<file path="config.mk">
export PLATFORM = sky130hd
export DESIGN_NAME = three_channel_reload_down_timer_unit
export DESIGN_NICKNAME = d
export VERILOG_FILES = /design/src/design/tcrt_pkg.sv /design/src/design/tcrt_channel.sv /design/src/design/three_channel_reload_down_timer_unit.sv
export SDC_FILE = /design/constraint.sdc
export NUM_CORES = 1
export LEC_CHECK = 0
export BUFFER_PORTS_ARGS = -buffer_cell sky130_fd_sc_hd__buf_4
export CAP_MARGIN = 0
export CORE_MARGIN = 2
export CORE_UTILIZATION = 55
export CTS_CLUSTER_SIZE = 24
export DETAILED_ROUTE_END_ITERATION = 8
export GPL_ROUTABILITY_DRIVEN = 0
export PLACE_DENSITY_LB_ADDON = 0.05
export SLEW_MARGIN = 20
export SYNTH_ARGS = -nofsm -noshare
export SYNTH_HDL_FRONTEND = slang
export SYNTH_SLANG_ARGS = --single-unit
</file>
<file path="constraint.sdc">
create_clock -name clk -period 3.8 [get_ports clk]
set_clock_uncertainty 0.05 [all_clocks]
set_input_delay 0.19 -clock clk [delete_from_list [all_inputs] [get_ports clk]]
set_output_delay 0.19 -clock clk [all_outputs]
set_load 0.1 [all_outputs]
</file>
<file path="src/design/tcrt_pkg.sv">
// Shared types, constants and helper functions of the three-channel reload down timer.
package tcrt_pkg;

  localparam int MAX_CH      = 3;
  localparam int CH_W        = 2;
  localparam int DATA_W      = 32;
  localparam int IDX_W       = 4;
  localparam int CTRL_W      = 10;
  localparam int PRE_W       = 12;
  localparam int UNF_POS     = 8;
  localparam int UNIE_POS    = 5;
  localparam int IN_TDATA_W  = 40;
  localparam int OUT_TDATA_W = 40;

  localparam logic [IDX_W-1:0] IDX_START   = 4'd0;
  localparam logic [IDX_W-1:0] IDX_LAST    = 4'd9;
  localparam logic [IDX_W-1:0] REGS_PER_CH = 4'd3;

  typedef enum logic [1:0] {
    REQ_TICK  = 2'd0,
    REQ_READ  = 2'd1,
    REQ_WRITE = 2'd2
  } req_t;

  typedef enum logic [1:0] {
    SUB_RELOAD = 2'd0,
    SUB_COUNT  = 2'd1,
    SUB_CTRL   = 2'd2
  } sub_t;

  typedef enum logic [2:0] {
    SEL_DIV4    = 3'd0,
    SEL_DIV16   = 3'd1,
    SEL_DIV64   = 3'd2,
    SEL_DIV256  = 3'd3,
    SEL_DIV1024 = 3'd4,
    SEL_DIV4096 = 3'd5,
    SEL_RTC     = 3'd6,
    SEL_EXT     = 3'd7
  } sel_t;

  // Per-channel command for one processed beat
  typedef struct packed {
    logic              tick;
    logic              rtc;
    logic              ext;
    logic              start_rise;
    logic              wr_reload;
    logic              wr_count;
    logic              wr_ctrl;
    logic [DATA_W-1:0] wdata;
  } chan_cmd_t;

  typedef struct packed {
    logic            hit;
    logic [CH_W-1:0] ch;
    sub_t            sub;
  } idx_dec_t;

  // Split a channel register index into channel and sub-register
  function automatic idx_dec_t decode_index(logic [IDX_W-1:0] idx);
    idx_dec_t         d;
    logic [IDX_W-1:0] off;
    off = idx - 4'd1;
    d.hit = (idx != IDX_START) && (idx <= IDX_LAST);
    if (off >= 2 * REGS_PER_CH) begin
      d.ch  = 2'd2;
      d.sub = sub_t'(2'(off - 2 * REGS_PER_CH));
    end else if (off >= REGS_PER_CH) begin
      d.ch  = 2'd1;
      d.sub = sub_t'(2'(off - REGS_PER_CH));
    end else begin
      d.ch  = 2'd0;
      d.sub = sub_t'(2'(off));
    end
    return d;
  endfunction

  // Prescaler pulse for the divided selects
  function automatic logic div_pulse(logic [PRE_W-1:0] p, sel_t sel);
    logic pulse;
    case (sel)
      SEL_DIV4:    pulse = (p[1:0] == '0);
      SEL_DIV16:   pulse = (p[3:0] == '0);
      SEL_DIV64:   pulse = (p[5:0] == '0);
      SEL_DIV256:  pulse = (p[7:0] == '0);
      SEL_DIV1024: pulse = (p[9:0] == '0);
      SEL_DIV4096: pulse = (p == '0);
      default:     pulse = 1'b0;
    endcase
    return pulse;
  endfunction

endpackage

</file>
<file path="src/design/tcrt_channel.sv">
// One timer channel: prescaler, down counter with reload, control word and flag.
module tcrt_channel import tcrt_pkg::*; #(
  parameter int COUNT_BITS = 32
) (
  input  logic                  clk,
  input  logic                  rst_n,
  input  chan_cmd_t             cmd,
  output logic [COUNT_BITS-1:0] count,
  output logic [COUNT_BITS-1:0] reload,
  output logic [CTRL_W-1:0]     ctrl,
  output logic                  irq_nxt
);

  logic [COUNT_BITS-1:0] count_r, count_nxt;
  logic [COUNT_BITS-1:0] reload_r, reload_nxt;
  logic [CTRL_W-1:0]     ctrl_r, ctrl_nxt;
  logic [PRE_W-1:0]      presc_r, presc_nxt, presc_inc;
  logic [CTRL_W-1:0]     wctrl;
  sel_t                  sel;
  logic                  pulse;

  assign sel       = sel_t'(ctrl_r[2:0]);
  assign presc_inc = presc_r + 12'd1;
  assign wctrl     = cmd.wdata[CTRL_W-1:0];

  always_comb begin
    unique case (sel)
      SEL_RTC: pulse = cmd.rtc;
      SEL_EXT: pulse = cmd.ext;
      default: pulse = div_pulse(presc_inc, sel);
    endcase
  end

  always_comb begin
    count_nxt  = count_r;
    reload_nxt = reload_r;
    ctrl_nxt   = ctrl_r;
    presc_nxt  = presc_r;
    if (cmd.tick) begin
      presc_nxt = presc_inc;
      if (pulse) begin
        if (count_r == '0) begin
          count_nxt         = reload_r;
          ctrl_nxt[UNF_POS] = 1'b1;
        end else begin
          count_nxt = count_r - 1'b1;
        end
      end
    end
    if (cmd.start_rise) presc_nxt = '0;
    if (cmd.wr_reload)  reload_nxt = cmd.wdata[COUNT_BITS-1:0];
    if (cmd.wr_count)   count_nxt  = cmd.wdata[COUNT_BITS-1:0];
    if (cmd.wr_ctrl) begin
      // flag can only be kept or cleared by software
      ctrl_nxt          = wctrl;
      ctrl_nxt[UNF_POS] = wctrl[UNF_POS] & ctrl_r[UNF_POS];
    end
  end

  always_ff @(posedge clk) begin
    if (!rst_n) begin
      count_r  <= '0;
      reload_r <= '0;
      ctrl_r   <= '0;
      presc_r  <= '0;
    end else begin
      count_r  <= count_nxt;
      reload_r <= reload_nxt;
      ctrl_r   <= ctrl_nxt;
      presc_r  <= presc_nxt;
    end
  end

  assign count   = count_r;
  assign reload  = reload_r;
  assign ctrl    = ctrl_r;
  assign irq_nxt = ctrl_nxt[UNF_POS] & ctrl_nxt[UNIE_POS];

  a_flag_not_set_by_write: assert property (@(posedge clk) disable iff (!rst_n)
    cmd.wr_ctrl && !ctrl_r[UNF_POS] |=> !ctrl_r[UNF_POS])
    else $error("underflow flag set by a control write");

  a_presc_clear_on_start: assert property (@(posedge clk) disable iff (!rst_n)
    cmd.start_rise |=> presc_r == '0)
    else $error("prescaler not cleared on start");

  a_count_idle_stable: assert property (@(posedge clk) disable iff (!rst_n)
    !cmd.tick && !cmd.wr_count |=> $stable(count_r))
    else $error("count moved without a tick or write");

endmodule

</file>
<file path="src/design/three_channel_reload_down_timer_unit.sv">
// Top level of the three-channel reload down timer: input stage, decode, channels, result stage.
//
// Usage:
//   in_*  : one beat per request. tuser carries the request kind (tick, register
//           read, register write); tdata carries the register index, write data
//           and the RTC and external strobes that go with a tick.
//   out_* : exactly one result beat per request: read data (zero unless a read)
//           and the three interrupt lines as they stand after that request.
// Path: a beat accepted into the input register has its result placed in the
// result register, which drives out_* until the result is taken.
// Throughput: one beat per cycle while out_tready stays high; all per-request work is a single pass of
// increment, compare and select logic between the two registers.
// Reset: rst_n low clears start bits, counts, reloads, control words and
// prescalers, and empties both stages.
// Stall: when out_tready is low the result holds; the input stage still takes
// one more beat, then in_tready drops until the result is taken.
module three_channel_reload_down_timer_unit import tcrt_pkg::*; #(
  parameter int NUM_CHANNELS = 3,
  parameter int COUNT_BITS   = 32
) (
  input  logic                   clk,
  input  logic                   rst_n,
  input  logic                   in_tvalid,
  output logic                   in_tready,
  // [3:0] reg_index, [35:4] write_data, [36] rtc_tick, [37] ext_tick, [39:38] zero
  input  logic [IN_TDATA_W-1:0]  in_tdata,
  // [1:0] req_type
  input  logic [1:0]             in_tuser,
  output logic                   out_tvalid,
  input  logic                   out_tready,
  // [31:0] read_data, [34:32] irq_lines, [39:35] zero
  output logic [OUT_TDATA_W-1:0] out_tdata
);

  // Input stage
  logic                   s1_valid_r, s1_valid_nxt;
  logic [1:0]             s1_req_r;
  logic [IDX_W-1:0]       s1_idx_r;
  logic [DATA_W-1:0]      s1_data_r;
  logic                   s1_rtc_r, s1_ext_r;
  logic                   in_fire, adv;

  // Result stage
  logic                   out_valid_r, out_valid_nxt;
  logic [DATA_W-1:0]      out_rd_r;
  logic [MAX_CH-1:0]      out_irq_r;

  logic [NUM_CHANNELS-1:0] run_r, run_nxt, run_wr;
  idx_dec_t                dec;
  logic                    is_tick, is_read, is_write;
  logic [DATA_W-1:0]       rd;
  logic [MAX_CH-1:0]       irq_all;

  chan_cmd_t               cmd   [NUM_CHANNELS];
  logic [COUNT_BITS-1:0]   cnt_w [NUM_CHANNELS];
  logic [COUNT_BITS-1:0]   rld_w [NUM_CHANNELS];
  logic [CTRL_W-1:0]       ctl_w [NUM_CHANNELS];
  logic [NUM_CHANNELS-1:0] irq_w;

  // Advance the input stage whenever the result register is free or being drained
  assign adv       = s1_valid_r && (!out_valid_r || out_tready);
  assign in_tready = !s1_valid_r || adv;
  assign in_fire   = in_tvalid && in_tready;

  always_comb begin
    s1_valid_nxt = s1_valid_r;
    if (in_fire)  s1_valid_nxt = 1'b1;
    else if (adv) s1_valid_nxt = 1'b0;
  end

  always_ff @(posedge clk) begin
    if (!rst_n) begin
      s1_valid_r <= 1'b0;
    end else begin
      s1_valid_r <= s1_valid_nxt;
    end
  end

  // Payload holds while the stage is full and not advancing
  always_ff @(posedge clk) begin
    if (in_fire) begin
      s1_req_r  <= in_tuser;
      s1_idx_r  <= in_tdata[3:0];
      s1_data_r <= in_tdata[35:4];
      s1_rtc_r  <= in_tdata[36];
      s1_ext_r  <= in_tdata[37];
    end
  end

  // Request decode, gated by the advance so state moves once per beat
  always_comb begin
    is_tick  = 1'b0;
    is_read  = 1'b0;
    is_write = 1'b0;
    unique case (s1_req_r)
      REQ_TICK:  is_tick  = adv;
      REQ_READ:  is_read  = adv;
      REQ_WRITE: is_write = adv;
      default: ;
    endcase
  end

  assign dec = decode_index(s1_idx_r);

  // Start bits: drop those beyond the channel count; note the rising edges
  always_comb begin
    run_nxt = run_r;
    run_wr  = s1_data_r[NUM_CHANNELS-1:0];
    if (is_write && s1_idx_r == IDX_START) run_nxt = run_wr;
  end

  always_ff @(posedge clk) begin
    if (!rst_n) begin
      run_r <= '0;
    end else begin
      run_r <= run_nxt;
    end
  end

  for (genvar c = 0; c < NUM_CHANNELS; c++) begin : g_ch
    logic sel_hit;
    assign sel_hit = is_write && dec.hit && (dec.ch == CH_W'(c));

    always_comb begin
      cmd[c].tick       = is_tick && run_r[c];
      cmd[c].rtc        = s1_rtc_r;
      cmd[c].ext        = s1_ext_r;
      cmd[c].start_rise = is_write && (s1_idx_r == IDX_START) && run_wr[c] && !run_r[c];
      cmd[c].wr_reload  = sel_hit && (dec.sub == SUB_RELOAD);
      cmd[c].wr_count   = sel_hit && (dec.sub == SUB_COUNT);
      cmd[c].wr_ctrl    = sel_hit && (dec.sub == SUB_CTRL);
      cmd[c].wdata      = s1_data_r;
    end

    tcrt_channel #(
      .COUNT_BITS(COUNT_BITS)
    ) u_channel (
      .clk     (clk),
      .rst_n   (rst_n),
      .cmd     (cmd[c]),
      .count   (cnt_w[c]),
      .reload  (rld_w[c]),
      .ctrl    (ctl_w[c]),
      .irq_nxt (irq_w[c])
    );
  end

  // Read mux: unused indexes and absent channels read as zero
  always_comb begin
    rd = '0;
    if (is_read) begin
      if (s1_idx_r == IDX_START) begin
        rd = DATA_W'(run_r);
      end else begin
        for (int c = 0; c < NUM_CHANNELS; c++) begin
          if (dec.hit && dec.ch == CH_W'(c)) begin
            case (dec.sub)
              SUB_RELOAD: rd = DATA_W'(rld_w[c]);
              SUB_COUNT:  rd = DATA_W'(cnt_w[c]);
              SUB_CTRL:   rd = DATA_W'(ctl_w[c]);
              default:    rd = '0;
            endcase
          end
        end
      end
    end
  end

  always_comb begin
    irq_all                 = '0;
    irq_all[NUM_CHANNELS-1:0] = irq_w;
  end

  always_comb begin
    out_valid_nxt = out_valid_r;
    if (adv)             out_valid_nxt = 1'b1;
    else if (out_tready) out_valid_nxt = 1'b0;
  end

  always_ff @(posedge clk) begin
    if (!rst_n) begin
      out_valid_r <= 1'b0;
    end else begin
      out_valid_r <= out_valid_nxt;
    end
  end

  always_ff @(posedge clk) begin
    if (adv) begin
      out_rd_r  <= rd;
      out_irq_r <= irq_all;
    end
  end

  assign out_tvalid = out_valid_r;
  assign out_tdata  = {5'b0, out_irq_r, out_rd_r};

  a_advance_gives_result: assert property (@(posedge clk) disable iff (!rst_n)
    adv |=> out_tvalid)
    else $error("processed beat produced no result");

endmodule

</file>
# == Word level (Yosys, flattened, before mapping) ==
# Index checks and enable logic that the tools add are counted.
# totals
register_bits,338
latchBits,0
output_inout_bits,42
inputBits,46
romBits,0
memories,0
elab_cells,199
mem_bits_rw,0
# classes
n_addsub,9
shifts,0
muxes,46
order_cmp,3
n_eq_ne,27
n_mul,0
div,0
bitwise_logic,8
n_reduce_logical,80
# ops
cell,n
$mux 32,15
$pmux 32 s3,3
$logic_not 32->1,3
$sub 32x1->32 const B,3
$add 12x1->12 const B,3
$eq 3x3->1 const B,12
$logic_not 12->1,3
$logic_not 10->1,3
$logic_and 1x1->1,29
$mux 9,3
$logic_not 8->1,3
$eq 3x2->1 const B,6
$logic_not 6->1,3
$pmux 1 s6,3
$logic_not 4->1,4
$mux 1,16
$reduce_bool 2->1,8
$logic_not 2->1,6
$eq 3x1->1 const B,3
$logic_not 3->1,3
$reduce_or 2->1,4
$and 1x1->1,6
$eq 2x1->1 const B,3
$eq 2x2->1 const B,3
13 further kinds,25

# == Logic depth before layout (Yosys ltp) ==
# logic_depth
depth_word,10
mapped_depth,15
mapped_depth_nobuf,10

# == Cells and area by module ==
# From an unflattened synthesis, not the netlist that was laid out.
# unflattened
cells_unflattened,2251
area_unflattened_um2,19129.6
# by_module_without_submodules
mod,cells_each,instances,area_per_inst_um2,seq_area_each_um2
tcrt_channel,564,3,4618.2,1721.7
three_channel_reload_down_timer_unit,559,1,5275.1,2352.3

# == Worst setup path after synthesis ==
# OpenSTA, ideal clock, no wires.
# synth_timing
kind,register -> register
startpoint,register s1_idx_r[0]
endpoint,register g_ch[0].u_channel.count_r[27]
arrival_ns,3.084
synth_period_minus_slack_ns,3.262
setup_time_ns,0.128
n_path_buf,3
slack_ns,0.538
path_stages_with_launch,14
path_cell_list,edfxtp_1 -> clkbuf_1 -> inv_1 -> ha_1 -> xnor2_1 -> mux2i_1 -> a21oi_1 -> o22ai_1 -> clkbuf_1 -> nor3b_1 -> nor2_1 -> clkbuf_1 -> a221oi_1 -> nor2_1
# synth_between
elab_chain_len,9
# synth_rtl
element,line_no,text
from (decl),three_channel_reload_down_timer_unit.sv:38,logic [IDX_W-1:0] s1_idx_r;
from (signal assigned),three_channel_reload_down_timer_unit.sv:83,s1_idx_r <= in_tdata[3:0];
$sub 4x1->4,tcrt_pkg.sv:64,off = idx - 4'd1;
$ge 4x2->1,tcrt_pkg.sv:69,end else if (off >= REGS_PER_CH) begin
$mux 3,tcrt_pkg.sv:69,
$mux 4,tcrt_pkg.sv:66,if (off >= 2 * REGS_PER_CH) begin
$logic_not 2->1,three_channel_reload_down_timer_unit.sv:122,assign sel_hit = is_write && dec.hit && (dec.ch == CH_W'(c));
$logic_and 1x1->1,three_channel_reload_down_timer_unit.sv:122,
$logic_and 1x1->1 *,three_channel_reload_down_timer_unit.sv:130,cmd[c].wr_count = sel_hit && (dec.sub == SUB_COUNT);
$reduce_bool 2->1 (no line),-,
$reduce_and 2->1 (no line),-,
to (signal assigned),tcrt_channel.sv:67,count_r <= count_nxt;
to (decl),tcrt_channel.sv:14,"logic [COUNT_BITS-1:0] count_r, count_nxt;"
# Every way passes the cells marked *; elsewhere a longest branch is shown, timed or not.
# A chain may end at the register's enable or synchronous reset.

# == Worst setup path after layout ==
# layout_timing
startpoint,register s1_idx_r[1]
endpoint,"register out_rd_r[2], data pin"
# layout_between
elab_chain_len,10
# layout_rtl
element,line_no,text
$sub 4x1->4,tcrt_pkg.sv:64,
$ge 4x2->1 / $sub 2x2->2 (equally long branches),"tcrt_pkg.sv:69, tcrt_pkg.sv:71",
$mux 3,tcrt_pkg.sv:69,
$mux 4,tcrt_pkg.sv:66,
$eq 2x2->1 (tied with other cells),three_channel_reload_down_timer_unit.sv:157,case (dec.sub)
$pmux 32 s3 / $logic_and 1x1->1 (equally long branches),"three_channel_reload_down_timer_unit.sv:157, three_channel_reload_down_timer_unit.sv:156",
$mux 32 (3 in a row),three_channel_reload_down_timer_unit.sv:156,if (dec.hit && dec.ch == CH_W'(c)) begin
$mux 3 *,three_channel_reload_down_timer_unit.sv:152,if (s1_idx_r == IDX_START) begin
to (signal assigned),three_channel_reload_down_timer_unit.sv:190,out_rd_r <= rd;
to (decl),three_channel_reload_down_timer_unit.sv:45,logic [DATA_W-1:0] out_rd_r;
# Marked as above.

==> results_dict.tcl <==
set metrics [dict create \
    status "finished, violations left" \
    violations "design-rule violations" \
    final_max_slew_viol_count 0 \
    yosysWarningCount 0 \
    cts_max_path_buffers 3 \
    globalRouteTotalUtil 0.331 \
    drive_gt1_frac 0.105 \
    dr.first_iter.drc_count 2251 \
    dp_hpwl_mm 37.5 \
    drc 1 \
    yosys_most_used_dff "dfxtp_1" \
    nets 2331 \
    post_cts_buffers 0 \
    startpoint_type "register" \
    cts_sinks 338 \
    grt_first_pass_wirelength_mm 89.0 \
    die_h_um 185 \
    power.density_mw_per_mm2 417 \
    synth_xor_area_frac 0.0458 \
    first_global_vias 15700 \
    wire_per_inst_um 20.8 \
    synthesis.area_mm2 0.0180 \
    rsz0062_at_grt "no" \
    cts_inserted_buffers 39 \
    slew_headroom 0.314 \
    hold_path.class "input port to register" \
    io_pins 88 \
    synth.area.mux_share 0.0169 \
    synth-async-reset-ratio 0 \
    fp.dieArea_mm2 0.0341 \
    dr.pass1.iters 9 \
    worst_pin_slew_ns 1.03 \
    dp_cells 2627 \
    synth-compound-area-share 0.244 \
    cts_tree "done" \
    final_core_util 0.639 \
    finalCriticalPeriod_ns 3.56 \
    finalPower_mw 8.62 \
    vias 17500 \
    ys_seq_elements 338 \
    crit_type "register to register" \
    grt_overflow_total 0 \
    antenna_found_initial 0 \
    die_w_um 185 \
    cts_root_buf "clkbuf_16" \
    power.leakage_nw 7.25 \
    syn_inst 2224 \
    cts.reportedPaths.clkPinSlew_ns 0.06 \
    start_util 0.555 \
    period_share 0.936 \
    clk_latency_ns 0.55 \
    ant_nets 0 \
    path_max_fanout 38 \
    syn_to_final_growth_pct 15.0 \
    fillers 2842 \
    io_buffers 80 \
    synthSimpleGateAreaFrac 0.211 \
    htree_levels 2 \
    core_mm2 0.0324 \
    grt_max_degree 84 \
    core.rowCount 66 \
    arrival_ns 3.79 \
    synth_edf_count 75 \
    crit_required_ns 4.03 \
    cp-end-kind "register" \
    max-cap-violations 0 \
    finalHoldViolations 0 \
    seq_area_frac_synth 0.418 \
    setup_violations 0 \
    fmaxAchievable_mhz 281 \
    antennaDiodeCount 0 \
    syn_area_per_cell_um2 8.08 \
    instances_no_fill 2742 \
    synthAdderAreaFrac 0.0111 \
    ir_worst_vdd_uv 381 \
    routed_wl_mm 57.0 \
    vias_per_cell 6.38 \
    ys_types 88 \
    synth_top_family_by_area "compound AO/OA/AOI/OAI gates" \
    tns_ns 0 \
]
[synthesized netlist by cell type (16+ instances only)]
cell / n / area share
a211oi_1: 31 / 0.013
a21oi_1: 222 / 0.062
a221oi_1: 48 / 0.023
a22oi_1: 76 / 0.032
a31oi_1: 20 / 0.0070
and3_1: 16 / 0.0056
buf_2: 23 / 0.0064
clkbuf_1: 141 / 0.029
dfxtp_1: 263 / 0.29
edfxtp_1: 75 / 0.13
ha_1: 16 / 0.011
inv_1: 37 / 0.0077
mux2i_1: 28 / 0.016
nand2_1: 358 / 0.075
nand3_1: 61 / 0.017
nor2_1: 218 / 0.046
nor3_1: 65 / 0.018
nor4_1: 20 / 0.0070
o211ai_1: 16 / 0.0067
o21ai_0: 104 / 0.029
o22ai_1: 30 / 0.010
xnor2_1: 54 / 0.026
xor2_1: 40 / 0.019
[worst max-delay path, stage by stage, from the launching register on]
cell	delay [ns]
edfxtp_1	0.46
inv_1	0.15
ha_1	0.32
xor2_2	0.36
mux2_2	0.40
nand2_1	0.13
o311ai_2	0.13
buf_12	0.22
a222oi_1	0.48
o22ai_1	0.23
o21ai_0	0.27
nand2_1	0.08
[through the flow]
stage | hold WS [ns] | worst slack, ns | instance area [µm²]
after floorplan | 0.239 | 0.538 | 18000
after global placement | 0.318 | 0.256 | 18900
after detailed placement | 0.319 | 0.218 | 18900
after CTS | 0.141 | 0.182 | 20700
after global routing | 0.171 | 0.0258 | 20700
final | 0.167 | 0.243 | 20700
[placed cells by master, fill, tap and decap left out, drive strengths merged, types with 8 or more instances in the layout]
cell | netlist | final
o22ai | 30 | 30
a221oi | 50 | 50
nor2 | 218 | 218
a21oi | 223 | 223
o31ai | 10 | 10
nor3 | 65 | 65
o211ai | 16 | 16
xor2 | 40 | 40
nor4 | 21 | 21
and3 | 16 | 16
mux2i | 28 | 28
dfxtp | 263 | 263
a222oi | 15 | 15
clkbuf | 142 | 61
edfxtp | 75 | 75
or4 | 18 | 18
xnor2 | 54 | 54
buf | 47 | 146
and2 | 8 | 8
nand2 | 359 | 359
inv | 37 | 39
or3 | 15 | 15
a211oi | 31 | 31
a22oi | 76 | 76
nand2b | 12 | 12
nand3 | 61 | 61
a31oi | 20 | 20
or2 | 9 | 9
ha | 16 | 16
nand4 | 15 | 15
o2bb2ai | 10 | 10
o21ai | 109 | 109
dlygate4sd3 | 0 | 43
[cell type report]
type,instances,area [µm²],area share
well taps,442,553,0.0268
flip-flops and latches,338,7520,0.364
clock buffers,61,1190,0.0577
inverters,38,148,0.00714
multi-input cells,1663,9580,0.463
clock inverters,11,120,0.00581
repair buffers,189,1560,0.0757
[power by group]
part	leakage (nW)	internal [mW]	switching, mW
Sequential	2.82	3.73	0.0912
Clock	0.641	2.30	1.54
Combinational	3.79	0.280	0.687
Total	7.25	6.31	2.31
[timing repair]
item | CTS | global route
resized for setup | 0 | 3
setup endpoints to repair | 0 | 28
hold buffers | 43 | 0
hold endpoints to repair | 42 | 0
[registers in the layout, summed over array words and instances (netlist names)]
name / count
g_ch.u_channel.count: 96
g_ch.u_channel.ctrl: 30
g_ch.u_channel.presc_r: 36
g_ch.u_channel.reload: 96
out_irq_r: 3
out_rd_r: 32
out_tvalid: 1
run_r: 3
s1_data_r: 32
s1_ext_r: 1
s1_idx_r: 4
s1_req_r: 2
s1_rtc_r: 1
s1_valid_r: 1
[cell families after synthesis]
kind of cell	after synthesis
other	1
DFF	338
xor gates and xnor gates	94
AOI/OAI and AO/OA	671
buffers and inverters	227
adders and majority gates	16
muxes	30
and+or+nand+nor	847
[final timing paths]
kind / startpoint / end / slack (ns) / depth (start not counted)
worst min-delay path: rst_n / g_ch[0].u_channel.count[21] / 0.17 / 3
worst max-delay path: s1_idx_r[1] / out_rd_r[2] / 0.24 / 11
worst max register to register: s1_idx_r[1] / out_rd_r[2] / 0.24 / 11
worst min register to register: g_ch[1].u_channel.ctrl[7] / g_ch[1].u_channel.ctrl[7] / 0.42 / 2
[metal layers]
metal  part of all wire  track usage  vias to the layer above
li1                   -            -                     8151
met1               0.43        0.482                     8303
met2               0.44        0.503                      927
met3               0.10       0.0559                      113
met4              0.027        0.102                        0
met5                  0            0                        -
Power figures use the tool's default switching activity.
